## config.mk

```make
export PLATFORM = sky130hd
export DESIGN_NAME = slab_bitmap_object_allocator_unit
export DESIGN_NICKNAME = d
export VERILOG_FILES = /design/src/rtl/sboa_pkg.sv /design/src/rtl/sboa_ctrl.sv /design/src/rtl/sboa_dp.sv /design/src/rtl/slab_bitmap_object_allocator_unit.sv
export SDC_FILE = /design/constraint.sdc
export NUM_CORES = 2
export LEC_CHECK = 0
export ABC_CLOCK_PERIOD_IN_PS = 68400
export BUFFER_PORTS_ARGS = -buffer_cell sky130_fd_sc_hd__clkbuf_2
export CORE_ASPECT_RATIO = 0.8
export CORE_MARGIN = 3
export CORE_UTILIZATION = 30
export CTS_CLUSTER_DIAMETER = 30
export DETAILED_ROUTE_END_ITERATION = 10
export GPL_TIMING_DRIVEN = 0
export PLACE_DENSITY = 0.47
export SYNTH_ARGS = -nofsm -noshare
export SYNTH_HDL_FRONTEND = slang
export SYNTH_SLANG_ARGS = --single-unit
```

## constraint.sdc

```tcl
create_clock -name clk -period 68.4 [get_ports clk]
set_input_delay 6.84 -clock clk [delete_from_list [all_inputs] [get_ports clk]]
set_output_delay 6.84 -clock clk [all_outputs]
set_load 0.02 [all_outputs]
```

## src/rtl/sboa_pkg.sv

```systemverilog
// ----------------------------------------------------------------------------
// sboa_pkg
// Shared types, codes and helpers of the slab bitmap object allocator.
// ----------------------------------------------------------------------------
package sboa_pkg;

	localparam int SLOT_COUNT  = 16;
	localparam int SLOT_W      = 4;
	localparam int MAX_OBJECTS = 128;
	localparam int IDX_W       = 7;
	localparam int CNT_W       = 8;
	localparam int STAMP_W     = 32;
	localparam int SIZE_W      = 13;
	localparam int BYTES_W     = 16;

	// status codes
	localparam logic [2:0] ST_OK        = 3'd0;
	localparam logic [2:0] ST_ZERO      = 3'd1;
	localparam logic [2:0] ST_LARGE     = 3'd2;
	localparam logic [2:0] ST_EXHAUSTED = 3'd3;
	localparam logic [2:0] ST_UNUSED    = 3'd4;
	localparam logic [2:0] ST_BAD_INDEX = 3'd5;
	localparam logic [2:0] ST_DOUBLE    = 3'd6;

	// slab lists
	localparam logic [1:0] LIST_FREE    = 2'd0;
	localparam logic [1:0] LIST_PARTIAL = 2'd1;
	localparam logic [1:0] LIST_FULL    = 2'd2;

	// commands
	localparam logic CMD_ALLOC = 1'b0;

	// size classes
	localparam logic [1:0] CLASS_SMALL = 2'd0;
	localparam logic [1:0] CLASS_MID   = 2'd1;
	localparam logic [1:0] CLASS_LARGE = 2'd2;

	// configuration register indexes
	localparam logic [2:0] REG_SIZE_SMALL  = 3'd0;
	localparam logic [2:0] REG_SIZE_MID    = 3'd1;
	localparam logic [2:0] REG_SIZE_LARGE  = 3'd2;
	localparam logic [2:0] REG_COUNT_SMALL = 3'd3;
	localparam logic [2:0] REG_COUNT_MID   = 3'd4;
	localparam logic [2:0] REG_COUNT_LARGE = 3'd5;

	typedef struct packed {
		logic                command;
		logic [BYTES_W-1:0]  request_bytes;
		logic [SLOT_W-1:0]   slot_in;
		logic [IDX_W-1:0]    index_in;
	} req_word_t;

	typedef struct packed {
		logic [2:0]          status;
		logic [SLOT_W-1:0]   slot_out;
		logic [IDX_W-1:0]    index_out;
		logic [1:0]          class_out;
	} rsp_word_t;

	typedef enum logic [2:0] {
		S_IDLE,
		S_DECODE,
		S_SCAN,
		S_PICK,
		S_FIND,
		S_DONE
	} state_t;

	// controller -> datapath
	typedef struct packed {
		logic load_req;
		logic decode;
		logic scan_step;
		logic pick;
		logic find;
		logic load_rsp;
	} dp_cmd_t;

	// datapath -> controller
	typedef struct packed {
		logic need_scan;
		logic scan_last;
		logic pick_fail;
	} dp_sts_t;

	// objects per slab from the count register
	function automatic logic [CNT_W-1:0] objects_for(input logic [CNT_W-1:0] n);
		logic [CNT_W-1:0] r;
		r = n;
		if (n == '0) r = CNT_W'(1);
		else if (n > CNT_W'(MAX_OBJECTS)) r = CNT_W'(MAX_OBJECTS);
		return r;
	endfunction

	// lowest clear bit below tot; MSB flags a hit
	function automatic logic [IDX_W:0] lowest_free(input logic [MAX_OBJECTS-1:0] bits,
			input logic [CNT_W-1:0] tot);
		logic [IDX_W:0] r;
		r = '0;
		for (int i = MAX_OBJECTS - 1; i >= 0; i--) begin
			if (!bits[i] && (CNT_W'(i) < tot)) r = {1'b1, IDX_W'(i)};
		end
		return r;
	endfunction

endpackage

```

## src/rtl/sboa_ctrl.sv

```systemverilog
// ----------------------------------------------------------------------------
// sboa_ctrl
// Sequencer of the allocator: accept, decode, slot scan, pick, bit search,
// and handoff to the response register.
// ----------------------------------------------------------------------------
module sboa_ctrl (
	input  logic              clk,
	input  logic              arst_n,
	input  logic              req_valid,
	output logic              req_ready,
	output logic              rsp_valid,
	input  logic              rsp_ready,
	input  sboa_pkg::dp_sts_t sts,
	output sboa_pkg::dp_cmd_t cmd
);

	sboa_pkg::state_t state_q, state_d;
	logic             rsp_valid_q;
	logic             rsp_free;

	assign rsp_free  = !rsp_valid_q || rsp_ready;
	assign rsp_valid = rsp_valid_q;

	// state register
	always_ff @(posedge clk or negedge arst_n) begin
		if (!arst_n) begin
			state_q     <= sboa_pkg::S_IDLE;
			rsp_valid_q <= 1'b0;
		end else begin
			state_q <= state_d;
			if (cmd.load_rsp) rsp_valid_q <= 1'b1;
			else if (rsp_ready) rsp_valid_q <= 1'b0;
		end
	end

	// next state
	always_comb begin
		state_d = state_q;
		case (state_q)
			sboa_pkg::S_IDLE: begin
				if (req_valid) state_d = sboa_pkg::S_DECODE;
			end
			sboa_pkg::S_DECODE: begin
				state_d = sts.need_scan ? sboa_pkg::S_SCAN : sboa_pkg::S_DONE;
			end
			sboa_pkg::S_SCAN: begin
				if (sts.scan_last) state_d = sboa_pkg::S_PICK;
			end
			sboa_pkg::S_PICK: begin
				state_d = sts.pick_fail ? sboa_pkg::S_DONE : sboa_pkg::S_FIND;
			end
			sboa_pkg::S_FIND: begin
				state_d = sboa_pkg::S_DONE;
			end
			sboa_pkg::S_DONE: begin
				if (rsp_free) state_d = sboa_pkg::S_IDLE;
			end
			default: state_d = sboa_pkg::S_IDLE;
		endcase
	end

	// outputs
	always_comb begin
		cmd       = '0;
		req_ready = 1'b0;
		case (state_q)
			sboa_pkg::S_IDLE: begin
				req_ready    = 1'b1;
				cmd.load_req = req_valid;
			end
			sboa_pkg::S_DECODE: cmd.decode    = 1'b1;
			sboa_pkg::S_SCAN:   cmd.scan_step = 1'b1;
			sboa_pkg::S_PICK:   cmd.pick      = 1'b1;
			sboa_pkg::S_FIND:   cmd.find      = 1'b1;
			sboa_pkg::S_DONE:   cmd.load_rsp  = rsp_free;
			default: cmd = '0;
		endcase
	end

endmodule

```

## src/rtl/sboa_dp.sv

```systemverilog
// ----------------------------------------------------------------------------
// sboa_dp
// Datapath: class registers, slot tables, bitmaps, recency scan, bit search
// and the result and response registers.
// ----------------------------------------------------------------------------
module sboa_dp (
	input  logic                              clk,
	input  logic                              arst_n,
	input  logic                              cfg_valid,
	input  logic [2:0]                        cfg_index,
	input  logic [sboa_pkg::SIZE_W-1:0]       cfg_data,
	input  sboa_pkg::req_word_t               req_data,
	output sboa_pkg::rsp_word_t               rsp_data,
	input  sboa_pkg::dp_cmd_t                 cmd,
	output sboa_pkg::dp_sts_t                 sts
);

	localparam int SC = sboa_pkg::SLOT_COUNT;
	localparam int SW = sboa_pkg::SLOT_W;
	localparam int CW = sboa_pkg::CNT_W;
	localparam int TW = sboa_pkg::STAMP_W;

	// configuration
	logic [sboa_pkg::SIZE_W-1:0] size_q  [3];
	logic [CW-1:0]               count_q [3];

	// slot tables
	logic [SC-1:0]                    in_use_q;
	logic [1:0]                       class_q  [SC];
	logic [1:0]                       list_q   [SC];
	logic [TW-1:0]                    stamp_q  [SC];
	logic [CW-1:0]                    fcnt_q   [SC];
	logic [CW-1:0]                    total_q  [SC];
	logic [sboa_pkg::MAX_OBJECTS-1:0] bitmap_q [SC];
	logic [TW-1:0]                    counter_q;

	// request and working registers
	sboa_pkg::req_word_t req_q;
	sboa_pkg::rsp_word_t res_q, rsp_q;
	logic [1:0]          cls_q;
	logic [SW-1:0]       cnt_q;
	logic                pf_q, ff_q, uf_q;
	logic [SW-1:0]       ps_q, fs_q, us_q, sel_q;
	logic [TW-1:0]       pa_q, fa_q;

	// class selection
	logic        class_ok;
	logic [1:0]  class_sel;
	always_comb begin
		class_ok  = 1'b1;
		class_sel = sboa_pkg::CLASS_SMALL;
		if ({3'b0, size_q[0]} >= req_q.request_bytes) class_sel = sboa_pkg::CLASS_SMALL;
		else if ({3'b0, size_q[1]} >= req_q.request_bytes) class_sel = sboa_pkg::CLASS_MID;
		else if ({3'b0, size_q[2]} >= req_q.request_bytes) class_sel = sboa_pkg::CLASS_LARGE;
		else class_ok = 1'b0;
	end

	logic alloc_ok;
	assign alloc_ok = (req_q.command == sboa_pkg::CMD_ALLOC)
		&& (req_q.request_bytes != '0) && class_ok;

	// free-side lookups
	logic [SW-1:0] fslot;
	logic [sboa_pkg::IDX_W-1:0] fidx;
	logic [CW-1:0] fcnt_inc;
	logic          free_ok;
	assign fslot    = req_q.slot_in;
	assign fidx     = req_q.index_in;
	assign fcnt_inc = (fcnt_q[fslot] < total_q[fslot]) ? fcnt_q[fslot] + CW'(1) : fcnt_q[fslot];
	assign free_ok  = (req_q.command != sboa_pkg::CMD_ALLOC) && in_use_q[fslot]
		&& ({1'b0, fidx} < total_q[fslot]) && bitmap_q[fslot][fidx];

	// decode result: alloc size failures and every free outcome
	sboa_pkg::rsp_word_t dec_res;
	always_comb begin
		dec_res = '0;
		if (req_q.command == sboa_pkg::CMD_ALLOC) begin
			if (req_q.request_bytes == '0) dec_res.status = sboa_pkg::ST_ZERO;
			else if (!class_ok) dec_res.status = sboa_pkg::ST_LARGE;
		end else begin
			dec_res.slot_out  = fslot;
			dec_res.index_out = fidx;
			if (!in_use_q[fslot]) begin
				dec_res.status = sboa_pkg::ST_UNUSED;
			end else begin
				dec_res.class_out = class_q[fslot];
				if ({1'b0, fidx} >= total_q[fslot]) dec_res.status = sboa_pkg::ST_BAD_INDEX;
				else if (!bitmap_q[fslot][fidx]) dec_res.status = sboa_pkg::ST_DOUBLE;
				else dec_res.status = sboa_pkg::ST_OK;
			end
		end
	end

	// scan step
	logic [TW-1:0] age;
	logic          scan_hit;
	assign age      = counter_q - stamp_q[cnt_q];
	assign scan_hit = in_use_q[cnt_q] && (class_q[cnt_q] == cls_q);

	// pick
	logic          pick_fail;
	logic [SW-1:0] pick_slot;
	assign pick_fail = !pf_q && !ff_q && !uf_q;
	assign pick_slot = pf_q ? ps_q : (ff_q ? fs_q : us_q);

	// bit search on the chosen slab
	logic [sboa_pkg::IDX_W:0] hit;
	logic [CW-1:0]            fcnt_dec;
	assign hit      = sboa_pkg::lowest_free(bitmap_q[sel_q], total_q[sel_q]);
	assign fcnt_dec = (fcnt_q[sel_q] > '0) ? fcnt_q[sel_q] - CW'(1) : fcnt_q[sel_q];

	// result words of the pick and find steps
	sboa_pkg::rsp_word_t exh_word, find_word;
	assign exh_word  = {sboa_pkg::ST_EXHAUSTED, SW'(0), sboa_pkg::IDX_W'(0), 2'b00};
	assign find_word = {sboa_pkg::ST_OK, sel_q, hit[sboa_pkg::IDX_W-1:0], cls_q};

	assign sts.need_scan = alloc_ok;
	assign sts.scan_last = (cnt_q == SW'(SC - 1));
	assign sts.pick_fail = pick_fail;
	assign rsp_data      = rsp_q;

	// control-state registers
	always_ff @(posedge clk or negedge arst_n) begin
		if (!arst_n) begin
			size_q[0]  <= sboa_pkg::SIZE_W'(32);
			size_q[1]  <= sboa_pkg::SIZE_W'(64);
			size_q[2]  <= sboa_pkg::SIZE_W'(128);
			count_q[0] <= CW'(126);
			count_q[1] <= CW'(63);
			count_q[2] <= CW'(31);
			in_use_q   <= '0;
			counter_q  <= '0;
		end else begin
			if (cfg_valid) begin
				case (cfg_index)
					sboa_pkg::REG_SIZE_SMALL:  size_q[0]  <= cfg_data;
					sboa_pkg::REG_SIZE_MID:    size_q[1]  <= cfg_data;
					sboa_pkg::REG_SIZE_LARGE:  size_q[2]  <= cfg_data;
					sboa_pkg::REG_COUNT_SMALL: count_q[0] <= cfg_data[CW-1:0];
					sboa_pkg::REG_COUNT_MID:   count_q[1] <= cfg_data[CW-1:0];
					sboa_pkg::REG_COUNT_LARGE: count_q[2] <= cfg_data[CW-1:0];
					default: ;
				endcase
			end
			// free relists the slab
			if (cmd.decode && free_ok)
				counter_q <= counter_q + TW'(1);
			// a free or unused slab moves to partial
			if (cmd.pick && !pick_fail && !pf_q) begin
				counter_q <= counter_q + TW'(1);
				if (!ff_q) in_use_q[us_q] <= 1'b1;
			end
			// slab became full
			if (cmd.find && hit[sboa_pkg::IDX_W] && fcnt_dec == '0)
				counter_q <= counter_q + TW'(1);
		end
	end

	// payload registers
	always_ff @(posedge clk) begin
		if (cmd.load_req) req_q <= req_data;
		if (cmd.load_rsp) rsp_q <= res_q;

		// decode: free handled here, alloc failures reported
		if (cmd.decode) begin
			cls_q <= class_sel;
			cnt_q <= '0;
			pf_q  <= 1'b0;
			ff_q  <= 1'b0;
			uf_q  <= 1'b0;
			res_q <= dec_res;
			if (free_ok) begin
				bitmap_q[fslot][fidx]  <= 1'b0;
				fcnt_q[fslot]          <= fcnt_inc;
				stamp_q[fslot]         <= counter_q;
				list_q[fslot]          <= (fcnt_inc == total_q[fslot]) ?
					sboa_pkg::LIST_FREE : sboa_pkg::LIST_PARTIAL;
			end
		end

		// recency scan, one slot per cycle, ties go to the lower slot
		if (cmd.scan_step) begin
			cnt_q <= cnt_q + SW'(1);
			if (scan_hit && list_q[cnt_q] == sboa_pkg::LIST_PARTIAL && (!pf_q || age < pa_q)) begin
				pf_q <= 1'b1;
				ps_q <= cnt_q;
				pa_q <= age;
			end
			if (scan_hit && list_q[cnt_q] == sboa_pkg::LIST_FREE && (!ff_q || age < fa_q)) begin
				ff_q <= 1'b1;
				fs_q <= cnt_q;
				fa_q <= age;
			end
			if (!in_use_q[cnt_q] && !uf_q) begin
				uf_q <= 1'b1;
				us_q <= cnt_q;
			end
		end

		// pick the slab; claim an unused slot when no listed one exists
		if (cmd.pick) begin
			sel_q <= pick_slot;
			if (pick_fail) begin
				res_q <= exh_word;
			end else if (!pf_q) begin
				list_q[pick_slot]  <= sboa_pkg::LIST_PARTIAL;
				stamp_q[pick_slot] <= counter_q;
				if (!ff_q) begin
					class_q[us_q]  <= cls_q;
					total_q[us_q]  <= sboa_pkg::objects_for(count_q[cls_q]);
					fcnt_q[us_q]   <= sboa_pkg::objects_for(count_q[cls_q]);
					bitmap_q[us_q] <= '0;
				end
			end
		end

		// take the lowest clear bit
		if (cmd.find) begin
			res_q <= hit[sboa_pkg::IDX_W] ? find_word : exh_word;
			if (hit[sboa_pkg::IDX_W]) begin
				bitmap_q[sel_q][hit[sboa_pkg::IDX_W-1:0]] <= 1'b1;
				fcnt_q[sel_q] <= fcnt_dec;
				if (fcnt_dec == '0) begin
					// counter already moved past any relist done at pick
					list_q[sel_q]  <= sboa_pkg::LIST_FULL;
					stamp_q[sel_q] <= counter_q;
				end
			end
		end
	end

endmodule

```

## src/rtl/slab_bitmap_object_allocator_unit.sv

```systemverilog
// ----------------------------------------------------------------------------
// slab_bitmap_object_allocator_unit
// Slab allocator over 16 slots with three size classes and occupancy bitmaps.
// ----------------------------------------------------------------------------
// Usage:
//   req channel (req_valid/req_ready/req_data) carries allocate or free words.
//   rsp channel (rsp_valid/rsp_ready/rsp_data) returns one word per request.
//   cfg channel (cfg_valid/cfg_ready/cfg_index/cfg_data) sets class sizes
//   and object counts, always ready; user writes it while idle (unchecked).
// Sequence:
//   A free, or an allocate that fails on size, passes accept, decode and
//   response load. An allocate that reaches slot selection passes accept,
//   decode, the recency scan, a pick step, a bitmap search step (skipped
//   when the pick fails) and response load: the recency scan walks the 16
//   slot entries one per cycle through one 32-bit age subtract. One request
//   is in flight at a time.
// Reset: all slots unused, insertion counter zero, class registers at their
//   defaults. No clearing pass: a slot's bitmap is cleared when claimed.
// Stall: the response register holds its word until taken; the next request
//   is accepted meanwhile and waits in its final step for the register.
// ----------------------------------------------------------------------------
module slab_bitmap_object_allocator_unit (
	input  logic                        clk,
	input  logic                        arst_n,
	input  logic                        req_valid,
	output logic                        req_ready,
	input  sboa_pkg::req_word_t         req_data,
	output logic                        rsp_valid,
	input  logic                        rsp_ready,
	output sboa_pkg::rsp_word_t         rsp_data,
	input  logic                        cfg_valid,
	output logic                        cfg_ready,
	input  logic [2:0]                  cfg_index,
	input  logic [sboa_pkg::SIZE_W-1:0] cfg_data
);

	sboa_pkg::dp_cmd_t cmd;
	sboa_pkg::dp_sts_t sts;

	assign cfg_ready = 1'b1;

	sboa_ctrl u_ctrl (
		.clk       (clk),
		.arst_n    (arst_n),
		.req_valid (req_valid),
		.req_ready (req_ready),
		.rsp_valid (rsp_valid),
		.rsp_ready (rsp_ready),
		.sts       (sts),
		.cmd       (cmd)
	);

	sboa_dp u_dp (
		.clk       (clk),
		.arst_n    (arst_n),
		.cfg_valid (cfg_valid),
		.cfg_index (cfg_index),
		.cfg_data  (cfg_data),
		.req_data  (req_data),
		.rsp_data  (rsp_data),
		.cmd       (cmd),
		.sts       (sts)
	);

endmodule

```

## After elaboration in Yosys (flattened, before gate mapping)

Memories as Yosys holds them, arrays and structs flattened. A register that Yosys moved wholly into a read port is not among the register bits.
Cells that the tools add are included.

- Add/sub/neg operators: 5
- Order comparisons: 147
- Equal/unequal tests: 17
- Muxes and demuxes: 256
- Bitwise logic cells: 4
- Reduce and logical (&&, ||, !) cells: 316

Operator list:

| operator | number |
|---|---|
| 8-bit 2-to-1 mux | 140 |
| 128-bit 2-to-1 mux | 6 |
| 7-bit by 8-bit < comparator with 1-bit output, first input constant | 64 |
| 6-bit by 8-bit < comparator with 1-bit output, first input constant | 32 |
| 128-bit OR reduction | 2 |
| 32-bit 2-to-1 mux | 5 |
| 1-bit logical AND | 149 |
| 1-bit logical NOT | 134 |
| 5-bit by 8-bit < comparator with 1-bit output, first input constant | 16 |
| 4-bit 2-to-1 mux | 22 |
| 32-bit < comparator | 2 |
| 4-bit by 8-bit < comparator with 1-bit output, first input constant | 8 |
| 16-bit 2-to-1 mux | 4 |
| 32-bit OR reduction | 2 |
| 1-bit 2-to-1 mux | 55 |
| 13-bit by 16-bit >= comparator with 1-bit output | 3 |
| 32-bit by 1-bit adder with 32-bit output, second input constant | 1 |
| 3-bit by 8-bit < comparator with 1-bit output, first input constant | 4 |
| 32-bit subtractor | 1 |
| 3-bit 2-to-1 mux | 9 |
| 2-bit AND reduction | 10 |
| 3-bit case mux with 6 select lines | 1 |
| 8-bit binary-select mux with 2-bit select | 1 |
| 16-bit logical NOT | 1 |
| 44 further kinds | 73 |

- Register bits after elaboration: 264
- RAM bits: 2880
- Input bits: 49
- Output and inout bits: 19
- Logic and storage cells: 785
- Memories: 6

Memories:

| name | words | bits a word | read ports | clocked after memory_dff | wr ports | line | text |
|---|---|---|---|---|---|---|---|
| u_dp.bitmap_q | 16 | 128 | 2 | 2 | 1 | sboa_dp.sv:34 | `logic [sboa_pkg::MAX_OBJECTS-1:0] bitmap_q [SC];` |
| u_dp.stamp_q | 16 | 32 | 1 | 1 | 1 | sboa_dp.sv:31 | `logic [TW-1:0] stamp_q [SC];` |
| u_dp.fcnt_q | 16 | 8 | 2 | 2 | 1 | sboa_dp.sv:32 | `logic [CW-1:0] fcnt_q [SC];` |
| u_dp.total_q | 16 | 8 | 2 | 2 | 1 | sboa_dp.sv:33 | `logic [CW-1:0] total_q [SC];` |
| u_dp.class_q | 16 | 2 | 2 | 2 | 1 | sboa_dp.sv:29 | `logic [1:0] class_q [SC];` |
| u_dp.list_q | 16 | 2 | 1 | 1 | 1 | sboa_dp.sv:30 | `logic [1:0] list_q [SC];` |

## Depth between registers and ports, before layout

- Depth in word-level cells: 137
- Depth in mapped cells: 34
- Depth with buffers taken out: 29

## Modules after synthesis

A second synthesis with hierarchy kept.

- Cells, all modules: 13808
- Area, all modules: 162769.9 sq um

Modules (own cells, without submodules):

| module | times used | cells an instance | area each (sq um) | sequential area each (sq um) |
|---|---|---|---|---|
| sboa_dp | 1 | 13773 | 162462.1 | 72990.0 |
| sboa_ctrl | 1 | 33 | 296.5 | 100.1 |
| slab_bitmap_object_allocator_unit | 1 | 2 | 11.3 | 0.0 |

## Worst setup path before layout

OpenSTA, ideal clock, no wires.

- Path kind: reg2reg
- Start point: register with a tool-made name
- End point: memory u_dp.fcnt_q[0][0] in the netlist's numbering (data pin)
- Library setup time: 2813 ps
- Arrival: 41526 ps
- Required time: 65587 ps
- Setup slack: 24061 ps
- Cell stages (with the launch flop): 18
- Path buffers: 9
- Period minus slack after synthesis: 44339 ps
- Path through: dfxtp_1 buf_2 buf_4 buf_6 buf_6 buf_4 clkbuf_1 clkbuf_1 mux4_2 mux4_2 o311ai_0 nor4_1 nand3_1 o41ai_4 inv_2 buf_2 buf_1 a21oi_1

RTL lines:

| what | line |
|---|---|
| end: declaration | sboa_dp.sv:32 |

==> out/results.ini <==
[outcome]
run_status=finished with violations
violations=capacitance limit, slew limit

[route]
dr.first_iter.drc_count=22500
drt.antenna.violating_nets=0
drc_errors=0
vias_per_cell=6.42
wl_um=937000
drtPass1Iterations=6
wl_per_cell_um=48.3
routed-via-count=125000

[logic_synthesis]
syn-num-nets=10800
async_flop_share_pct=3.64
syn-instance-count=10600
synth_cell_types=110
syn_area_sq_um=161000
synth_ff_type=edfxtp_1
synth-edff-count=3010
ys_ff_latch=3156
seq_area_frac_synth_pct=58.3
yosysWarnings=0
synth.avg_cell_area_sq_um=15.3

[timing]
period_needed_ps=13980
setup_tns_ps=0
finalCritPeriodShare_pct=20.4
max_freq_ghz=0.0716
worst_clock_skew_ps=132
rsz0062_at_grt=no
setup_violations=0
final-hold-violation-count=0
timing.slew.headroom_pct=-14.4
max_slew.worst_pin.slew_ps=1710
slew_viol_final=183

[place]
port_buffers=66
place_area_sq_um=175000
dp_hpwl_um=683000
routabilityCongestion=1.09

[worst_setup_path]
cp-start-kind=flop
slowest_stage=buf_2
slowest_delay_ps=1180
worstPathMaxFanout=11
cp-end-kind=flop
cp.required_ps=69150
cp_common_cell=buf_2
crit_type=flop to flop
arrival_ps=14730

[global_route]
track_usage_pct=33.3
grtUsageMet1_pct=41.8
met2_usage_pct=45.4
antenna_found_initial=165
grt_max_degree=70
grt_use_met3_pct=15.6
grt_busiest_layer=met2
grt_pass1_vias=116000
gr-total-overflow=0
grt_pass1_wl_um=1190000

[hold_path]
hold_class=flop to flop

[floorplan]
coreArea_sq_um=535000
die_y_um=661
rows=240
initial_utilization_pct=30.1
die-width_um=825
top_level_ports=68
dieArea_sq_um=546000

[layout]
multi_input_area_sq_um=62400
synthToLayoutAreaGrowth_pct=24.3
regArea_sq_um=93900
layout-drive-gt1-share_pct=32.8
postLayoutCellArea_sq_um=200000
nFillCells=50400
fin_nets=11800

[clock_network]
clockRootBuffer=clkbuf_16
cts_made_buffers=709
insertion_delay_ps=1180
postCtsHoldBufs=0
cts.sinks=3156
htree_levels=6
cts_setup_buffers=0
cts-resized-gates=0
clkTransAtPathRegs_ps=60
cts_max_path_buffers=4
cts_tree=built

[power_and_ir_drop]
powerDensity_nw_per_um2=38.3
ir_worst_vdd_uv=29.5
p_leak_nw=65.2

[flow_run]
max_cap_violations=24

[flip-flops by register name, indices dropped and copies added, names as in the netlist, 7 cells and up, named ones only]
signal          flops
u_dp.fa_q          32
u_dp.stamp_q      512
u_dp.count_q       24
u_dp.in_use_q      16
u_dp.class_q       32
u_dp.fcnt_q       128
u_dp.pa_q          32
u_dp.req_q         17
u_dp.rsp_data      16
u_dp.res_q         16
u_dp.total_q      128
u_dp.size_q        39
u_dp.list_q        32
u_dp.fidx           7
u_dp.counter_q     32
u_dp.bitmap_q    2048
[final cells by class]
cell class | count | share of cell area [%]
flip-flops and latches | 3156 | 46.9
multi-input cells | 6258 | 31.2
clock buffers | 799 | 9.11
well taps | 7139 | 4.46
clock inverters | 517 | 3.11
repair buffers | 305 | 2.45
plain buffers | 976 | 2.36
inverters | 173 | 0.324
diodes | 101 | 0.126
[Yosys cell counts (all sizes together) (23+ instances only)]
library cell  number  area, sq um
a211oi            56          435
a21o              63          473
a21oi            260         1480
a22oi             41          313
a31oi             67          438
and2              25          156
and3              34          213
buf              596         3100
clkbuf           380         1430
dfrtp             95         2380
dfxtp             31          621
edfxtp          3010        90400
ha               151         1890
inv              171          642
mux2              93         1050
mux2i             64          641
mux4            1595        35900
nand2            344         1290
nand2b            61          382
nand3             95          480
nand4             27          169
nor2            1811         6810
nor2b             43          269
nor3              98          522
nor4              23          186
o211ai            28          210
o21a              47          353
o21ai            242         1210
o22ai            587         3670
or2               41          257
xnor2             57          499
xor2              24          210
[per-layer routing]
layer / vias to the layer above / wire [um]
met4: 88 / 75100
met5: - / 1930
met2: 10900 / 376000
met1: 66200 / 345000
li1: 45000 / -
met3: 2465 / 139000
[kinds of logic (layout without fill, tap and decap cells)]
group | count (synthesis) | after routing | synth area share (%)
mux | 1752 | 1752 | 23.3
flops | 3156 | 3156 | 58.3
buf+inv | 1149 | 2770 | 3.21
xor+xnor | 81 | 81 | 0.440
simple gates | 2659 | 2659 | 6.95
fa+ha+maj | 152 | 152 | 1.19
compound gates | 1613 | 1613 | 6.57
other cells | 1 | 102 | 0.00233
[critical path: cells and delay by family, from the launching register on]
kind	cells	cell delay (ps)
compound gates	7	2040
fa+ha+maj	1	330
buf+inv	13	8240
flops	1	540
mux	2	1100
simple gates	4	1220
[report_power, final]
group	switching [mW]	internal, mW	total, mW
clock	1.20	2.30	3.51
combinational	1.28	0.494	1.77
sequential	0.0242	2.36	2.38
total	2.51	5.16	7.67
[cell usage in the layout, fill, tap and decap left out, types with 176 or more instances in the layout]
cell       instances
o22ai_1          587
clkbuf_2         176
nand2_1          344
buf_2            488
clkbuf_16        715
nor2_1          1775
edfxtp_1        3010
mux4_2          1595
a21oi_1          215
o21ai_0          231
clkbuf_1         349
[worst paths after layout]
path / startpoint / to / slack (ps) / depth (start not counted)
max: flop / u_dp.bitmap_q[6][68] / 54420 / 27
min: u_dp.res_q[15] / u_dp.rsp_data[15] / 440 / 0
max reg2reg: flop / u_dp.bitmap_q[6][68] / 54420 / 27
min reg2reg: u_dp.res_q[15] / u_dp.rsp_data[15] / 440 / 0
max in group asynchronous: arst_n / u_dp.counter_q[24] / 61910 / 2
min in group asynchronous: arst_n / u_ctrl.rsp_valid / 5700 / 1
[stage by stage]
stage / total power, mW / setup slack (ps) / hold WS (ps) / util [%] / cells
2_1_floorplan: 3.65 / 24060 / 408 / - / 10600
3_3_place_gp: 4.86 / -20640 / 425 / 31.9 / 17800
3_5_place_dp: 4.11 / 54590 / 426 / 32.8 / 18000
4_1_cts: 7.60 / 54450 / 439 / 37.4 / 19300
5_1_grt: 7.76 / 54070 / 455 / 37.4 / 19300
6_report: 7.67 / 54420 / 438 / 37.5 / 19400
(Power assumes the default switching activity.)
